--- src/hdl/gept_pkg.sv ---
// Shared types, constants and helpers of the graph edge property tracker.
`default_nettype none

package gept_pkg;

  localparam int MAX_VERTICES = 128;
  localparam int VTX_W        = $clog2(MAX_VERTICES);
  localparam int CNT_W        = $clog2(MAX_VERTICES + 1);
  localparam int EDGE_W       = $clog2(MAX_VERTICES * (MAX_VERTICES - 1) + 1);
  localparam int VCNT_W       = 8;
  localparam int ISO_W        = 8;
  localparam int CFG_IDX_W    = 2;
  localparam int CFG_DATA_W   = 8;
  localparam int IN_TDATA_W   = 16;
  localparam int OUT_TDATA_W  = 16;

  localparam logic [VCNT_W-1:0] VCOUNT_RST = VCNT_W'(MAX_VERTICES);

  typedef enum logic [1:0] {
    ST_OK    = 2'd0,
    ST_RANGE = 2'd1,
    ST_FULL  = 2'd2
  } status_e;

  typedef enum logic [CFG_IDX_W-1:0] {
    CFG_VERTEX_COUNT  = 2'd0,
    CFG_DIRECTED_MODE = 2'd1
  } cfg_idx_e;

  typedef enum logic [2:0] {
    S_IDLE,
    S_CHECK,
    S_RREAD,
    S_RMOD,
    S_DONE
  } state_e;

  // counter changes produced by one read-modify-write pass
  typedef struct packed {
    logic offdiag_inc;
    logic nonzero_inc;
    logic full_inc;
    logic full_dec;
  } cnt_delta_t;

  // store access: rd_a reads row and degree, rd_b reads a second degree
  typedef struct packed {
    logic                    rd_en;
    logic [VTX_W-1:0]        rd_a;
    logic [VTX_W-1:0]        rd_b;
    logic                    wr_en;
    logic [VTX_W-1:0]        wr_addr;
    logic [MAX_VERTICES-1:0] wr_row;
  } store_req_t;

  typedef struct packed {
    status_e           status;
    logic [CNT_W-1:0]  nonzero;
    logic [EDGE_W-1:0] offdiag;
    logic [CNT_W-1:0]  full;
    logic              loop_seen;
  } result_t;

  // vertex count in use: zero acts as one, large values clamp
  function automatic logic [CNT_W-1:0] active_n(input logic [VCNT_W-1:0] vc);
    logic [CNT_W-1:0] n;
    if (vc == '0) begin
      n = CNT_W'(1);
    end else if (int'(vc) > MAX_VERTICES) begin
      n = CNT_W'(MAX_VERTICES);
    end else begin
      n = CNT_W'(vc);
    end
    return n;
  endfunction

endpackage

`default_nettype wire

--- src/hdl/gept_rmw.sv ---
// Shared update unit: sets one matrix bit and grows one list degree.
`default_nettype none

module gept_rmw import gept_pkg::*; #(
  parameter int DEG_W = 8
) (
  input  logic [MAX_VERTICES-1:0] row_i,
  input  logic [VTX_W-1:0]        col_i,
  input  logic                    diag_i,
  input  logic [DEG_W-1:0]        deg_i,
  input  logic [CNT_W-1:0]        n_i,
  output logic [MAX_VERTICES-1:0] row_o,
  output logic [DEG_W-1:0]        deg_o,
  output cnt_delta_t              delta_o
);

  localparam int CW = ((DEG_W > CNT_W) ? DEG_W : CNT_W) + 1;

  logic [CW-1:0] d_ext;
  logic [CW-1:0] d_inc;
  logic [CW-1:0] nm1;

  always_comb begin
    d_ext = CW'(deg_i);
    d_inc = d_ext + CW'(1);
    nm1   = CW'(n_i) - CW'(1);

    row_o         = row_i;
    row_o[col_i]  = 1'b1;
    deg_o         = d_inc[DEG_W-1:0];

    delta_o.offdiag_inc = !row_i[col_i] && !diag_i;
    delta_o.nonzero_inc = (deg_i == '0);
    delta_o.full_dec    = (d_ext == nm1);
    delta_o.full_inc    = (d_inc == nm1);
  end

endmodule

`default_nettype wire

--- src/hdl/gept_ctrl.sv ---
// Sequencer: edge check, forward and reverse update passes, property counters.
`default_nettype none

module gept_ctrl import gept_pkg::*; #(
  parameter int DEG_W           = 8,
  parameter int MAX_LIST_DEGREE = 128
) (
  input  logic                    clk_i,
  input  logic                    rst_ni,
  input  logic                    in_valid_i,
  output logic                    in_ready_o,
  input  logic [VTX_W-1:0]        src_i,
  input  logic [VTX_W-1:0]        dst_i,
  input  logic [CNT_W-1:0]        n_i,
  input  logic                    undir_i,
  input  logic                    clear_i,
  input  logic                    clr_one_i,
  input  logic                    out_free_i,
  output logic                    res_valid_o,
  output result_t                 res_o,
  output store_req_t              req_o,
  output logic [DEG_W-1:0]        wr_deg_o,
  input  logic [MAX_VERTICES-1:0] row_i,
  input  logic [DEG_W-1:0]        deg_a_i,
  input  logic [DEG_W-1:0]        deg_b_i
);

  localparam int CW = ((DEG_W > CNT_W) ? DEG_W : CNT_W) + 2;

  state_e            state_q, state_d;
  logic [VTX_W-1:0]  src_q, src_d, dst_q, dst_d;
  status_e           status_q, status_d, chk;
  logic [CNT_W-1:0]  nonzero_q, nonzero_d;
  logic [CNT_W-1:0]  full_q, full_d;
  logic [EDGE_W-1:0] offdiag_q, offdiag_d;
  logic              loop_q, loop_d;

  logic [MAX_VERTICES-1:0] row_new;
  logic [DEG_W-1:0]        deg_new;
  cnt_delta_t              delta;
  logic                    same_vtx;

  assign same_vtx = (src_q == dst_q);

  gept_rmw #(
    .DEG_W(DEG_W)
  ) u_rmw (
    .row_i  (row_i),
    .col_i  ((state_q == S_RMOD) ? src_q : dst_q),
    .diag_i (same_vtx),
    .deg_i  (deg_a_i),
    .n_i    (n_i),
    .row_o  (row_new),
    .deg_o  (deg_new),
    .delta_o(delta)
  );

  // edge check on the degrees read at acceptance
  always_comb begin
    if ((CNT_W'(src_q) >= n_i) || (CNT_W'(dst_q) >= n_i)) begin
      chk = ST_RANGE;
    end else if (undir_i && same_vtx) begin
      chk = ((CW'(deg_a_i) + CW'(2)) > CW'(MAX_LIST_DEGREE)) ? ST_FULL : ST_OK;
    end else if ((CW'(deg_a_i) >= CW'(MAX_LIST_DEGREE)) ||
                 (undir_i && (CW'(deg_b_i) >= CW'(MAX_LIST_DEGREE)))) begin
      chk = ST_FULL;
    end else begin
      chk = ST_OK;
    end
  end

  always_comb begin
    state_d     = state_q;
    src_d       = src_q;
    dst_d       = dst_q;
    status_d    = status_q;
    nonzero_d   = nonzero_q;
    full_d      = full_q;
    offdiag_d   = offdiag_q;
    loop_d      = loop_q;
    res_valid_o = 1'b0;
    in_ready_o  = (state_q == S_IDLE);

    req_o.rd_en   = 1'b0;
    req_o.rd_a    = src_q;
    req_o.rd_b    = dst_q;
    req_o.wr_en   = 1'b0;
    req_o.wr_addr = src_q;
    req_o.wr_row  = row_new;
    wr_deg_o      = deg_new;

    unique case (state_q)
      S_IDLE: begin
        req_o.rd_a  = src_i;
        req_o.rd_b  = dst_i;
        req_o.rd_en = in_valid_i;
        if (in_valid_i) begin
          src_d   = src_i;
          dst_d   = dst_i;
          state_d = S_CHECK;
        end
      end
      S_CHECK: begin
        status_d = chk;
        if (chk == ST_OK) begin
          req_o.wr_en = 1'b1;
          nonzero_d   = nonzero_q + CNT_W'(delta.nonzero_inc);
          full_d      = full_q + CNT_W'(delta.full_inc) - CNT_W'(delta.full_dec);
          offdiag_d   = offdiag_q + EDGE_W'(delta.offdiag_inc);
          if (same_vtx) begin
            loop_d = 1'b1;
          end
          state_d = undir_i ? S_RREAD : S_DONE;
        end else begin
          state_d = S_DONE;
        end
      end
      S_RREAD: begin
        // reverse pass rereads after the forward write landed
        req_o.rd_en = 1'b1;
        req_o.rd_a  = dst_q;
        state_d     = S_RMOD;
      end
      S_RMOD: begin
        req_o.wr_en   = 1'b1;
        req_o.wr_addr = dst_q;
        nonzero_d     = nonzero_q + CNT_W'(delta.nonzero_inc);
        full_d        = full_q + CNT_W'(delta.full_inc) - CNT_W'(delta.full_dec);
        offdiag_d     = offdiag_q + EDGE_W'(delta.offdiag_inc);
        state_d       = S_DONE;
      end
      S_DONE: begin
        res_valid_o = out_free_i;
        if (out_free_i) begin
          state_d = S_IDLE;
        end
      end
      default: begin
        state_d = S_IDLE;
      end
    endcase

    if (clear_i) begin
      nonzero_d = '0;
      offdiag_d = '0;
      full_d    = clr_one_i ? CNT_W'(1) : '0;
      loop_d    = 1'b0;
    end
  end

  always_ff @(posedge clk_i or negedge rst_ni) begin
    if (!rst_ni) begin
      state_q   <= S_IDLE;
      status_q  <= ST_OK;
      nonzero_q <= '0;
      offdiag_q <= '0;
      full_q    <= CNT_W'(MAX_VERTICES == 1);
      loop_q    <= 1'b0;
    end else begin
      state_q   <= state_d;
      status_q  <= status_d;
      nonzero_q <= nonzero_d;
      offdiag_q <= offdiag_d;
      full_q    <= full_d;
      loop_q    <= loop_d;
    end
  end

  always_ff @(posedge clk_i) begin
    src_q <= src_d;
    dst_q <= dst_d;
  end

  always_comb begin
    res_o.status    = status_q;
    res_o.nonzero   = nonzero_q;
    res_o.offdiag   = offdiag_q;
    res_o.full      = full_q;
    res_o.loop_seen = loop_q;
  end

endmodule

`default_nettype wire

--- config.mk ---
export PLATFORM = sky130hd
export DESIGN_NAME = gept_ctrl
export DESIGN_NICKNAME = d
export VERILOG_FILES = /design/src/hdl/gept_pkg.sv /design/src/hdl/gept_rmw.sv /design/src/hdl/gept_ctrl.sv
export SDC_FILE = /design/constraint.sdc
export NUM_CORES = 1
export LEC_CHECK = 0
export BUFFER_PORTS_ARGS = -buffer_cell sky130_fd_sc_hd__buf_4
export CAP_MARGIN = 20
export CORE_AREA = 2 2 143 145
export DETAILED_ROUTE_END_ITERATION = 6
export DIE_AREA = 0 0 145 147
export GPL_TIMING_DRIVEN = 0
export PLACE_DENSITY = 0.63
export SLEW_MARGIN = 20
export SYNTH_ARGS = -nofsm -noshare
export SYNTH_HDL_FRONTEND = slang
export SYNTH_SLANG_ARGS = --single-unit
export TNS_END_PERCENT = 30
--- constraint.sdc ---
create_clock -name clk_i -period 6.9 [get_ports clk_i]
set_input_delay 0 -clock clk_i [delete_from_list [all_inputs] [get_ports clk_i]]
set_output_delay 0 -clock clk_i [all_outputs]
set_load 0.02 [all_outputs]
==> impl_metrics.toml <==
[logic_synthesis]
synth_area_per_cell_um2 = 8.064
synthesis.area_um2 = 6467
seq_area_frac_synth_pct = 20.43
yosysWarnings = 0
synth_cell_types = 61
synthArstFlopShare_pct = 72.00
synth_flop_cell = "dfrtp_1"
synthCells = 802
synth-seq-cells = 50
synth_edf_count = 14
yosysTopAreaCellShare_pct = 13.93
synth.area.top_cells = "dfrtp_1, a21o_1, edfxtp_1, ha_1, a22oi_1"
synth_area_leader_cell = "dfrtp_1"
synth_nets = 1008

[drt]
wirelength_mm = 36.85
drt-initial-drc-count = 692
top_layer_used = "met4"
avgViaCountPerCell = 5.697
drc = 0
routed-via-count = 8312
first_pass_iters = 5
routedWlPerCell_um = 25.25
wl_met3_mm = 2.643
route.met2.wl_mm = 17.80
ant_nets = 0
drt-met1-wl_mm = 15.39

[clocking]
cts_hold_buf = 20
htreeDepth = 2
clock_latency_ps = 300
clock_path_buffers = 2
cts_sinks = 50
cts_tree = "built"
clk_pin_slew_worst_paths_ps = 80
cts_buffers = 5
clockRootBuffer = "clkbuf_16"
ctsResizeCount = 0
cts_setup_buffers = 0

[setup_path]
path_class = "flip-flop to flip-flop"
endpoint_kind = "flip-flop"
critPathRequiredTime_ps = 7090
r2r_slack_ps = 2230
crit_path_top_delay_cell = "a31oi_1"
setup.worst_path.start_class = "flip-flop"
cp_cell_sequence = "nand3b_4 > buf_4 > clkbuf_1 > a31oi_1 > a41oi_1 > o41ai_1 > o21ai_0 > and4b_1 > ha_1 > ha_1 > and3_1 > nand3_1 > a211oi_1 > mux2_2"
max_stage_delay_ps = 880
worst-endpoint-arrival_ps = 4860
worstPathMaxFanout = 10
cp_common_cell = "ha_1"

[placement]
dpl.hpwl_mm = 30.30
place_ws_ps = 2379
io_buffer_count = 355
placedCellCount = 1428
gp_congestion = 0.9948
post_dp_cell_area_um2 = 9482

[floorplan]
die_h_um = 147
dieWidth_um = 145
start_util_pct = 32.59
die_area_um2 = 21320
rows = 52
ios = 367
core_area_um2 = 19840

[timing]
finalCritPeriodShare_pct = 67.69
setup_ws_ps = 2229
tns_ps = 0
tightestPinTransition_ps = 1121
drv_slew = 0
holdWs_ps = 86.07
grt_setup_unrepaired = "no"
fin_crit_ps = 4671
hold_viol_final = 0
slew_headroom_pct = 24.95
setup_violations = 0
skew_ps = 9.180
fmax_mhz = 214.1

[global_route]
grt_pass1_vias = 8116
gr-usage-all-layers_pct = 32.67
antenna_found_initial = 2
grt_max_degree = 37
grt_pass1_wl_mm = 52.96
grt_overflow = 0

[cells_and_area]
multi_input_area_um2 = 4703
nets = 1391
drive_gt1_share_pct = 34.91
regArea_um2 = 1321
syn2layout_area_growth_pct = 52.43
instances_no_fill = 1459
final_common_cell = "buf_4"
fill_cells = 2044
finalInstanceArea_um2 = 9858
layout_common_cells = "buf_4, a21o_1, nor2_1"

[power]
powerDensity_nw_per_um2 = 204.4
peakVddDrop_mv = 0.1431
leakage_nw = 4.821

[min_path]
hold_path.class = "primary input to flip-flop"

[outcome]
outcome = "finished, final reports clean"

[flow_run]
cap_viol_max_count = 0
## power by group
part           switching, mW  internal (mW)  leakage (nW)
clock                  0.124          0.172        0.0842
combinational          0.834          0.494          4.11
sequential            0.0435          0.347         0.627
total                   1.00           1.01          4.82
## state kept, by name, summed over array words and instances (netlist names)
signal	flops
offdiag_q	14
full_q	8
nonzero_q	8
dst_q	7
src_q	7
state_q	3
status_q	2
loop_q	1
## metal layers
| metal | up-vias | track usage (%) |
|---|---|---|
| met5 | - | 0 |
| met4 | 0 | 9.010 |
| met3 | 57 | 7.391 |
| met2 | 392 | 55.98 |
| met1 | 4089 | 41.42 |
| li1 | 3774 | - |
## logic make-up after synthesis
logic type / synth area share (%)
adder cells (fa/ha/maj): 6.500
AO/OA/AOI/OAI: 37.69
flip-flops: 20.43
AND/OR/NAND/NOR: 16.23
XOR/XNOR: 5.282
buffers and inverters: 6.906
multiplexers: 6.965
## critical path, delay by kind of cell, from the launching register on
| kind | cells | cell delay [ps] |
|---|---|---|
| buffers and inverters | 2 | 420 |
| flip-flops | 1 | 460 |
| multiplexers | 1 | 360 |
| AND/OR/NAND/NOR | 4 | 900 |
| adder cells (fa/ha/maj) | 2 | 450 |
| AO/OA/AOI/OAI | 5 | 1950 |
## synthesized netlist by cell type, types with 19 or more instances
cell / n
mux2_2: 21
nand2_1: 41
nor2_1: 50
o21bai_1: 35
o21ai_0: 30
dfrtp_1: 36
a211oi_1: 20
a22oi_1: 48
ha_1: 32
nor2b_1: 23
nand3_1: 19
clkbuf_1: 43
inv_1: 46
a21o_1: 98
xnor2_1: 31
## final timing paths
path,cells after the start,endpoint,start
min,4,state_q[2],undir_i
max in group asynchronous,2,full_q[1],rst_ni
max reg2reg,14,offdiag_q[10],state_q[2]
min reg2reg,1,loop_q,loop_q
max,14,offdiag_q[10],state_q[2]
min in group asynchronous,2,full_q[0],rst_ni
## layout make-up
| type | count | area share, % |
|---|---|---|
| diodes | 3 | 0.07615 |
| plain buffers | 63 | 2.780 |
| clock buffers | 5 | 1.269 |
| clock inverters | 3 | 0.4442 |
| inverters | 46 | 1.751 |
| multi-input cells | 643 | 47.71 |
| flip-flops and latches | 50 | 13.40 |
| well taps | 270 | 3.427 |
| repair buffers | 376 | 29.14 |
## stage by stage
| step | power, mW | utilization (%) |
|---|---|---|
| after floorplan | 1.134 | - |
| after global placement | 1.689 | 47.72 |
| after detailed placement | 1.691 | 47.78 |
| after CTS | 2.001 | 49.64 |
| after global routing | 2.115 | 49.65 |
| final | 2.015 | 49.68 |
No activity file was read; power rests on OpenSTA's default activity.
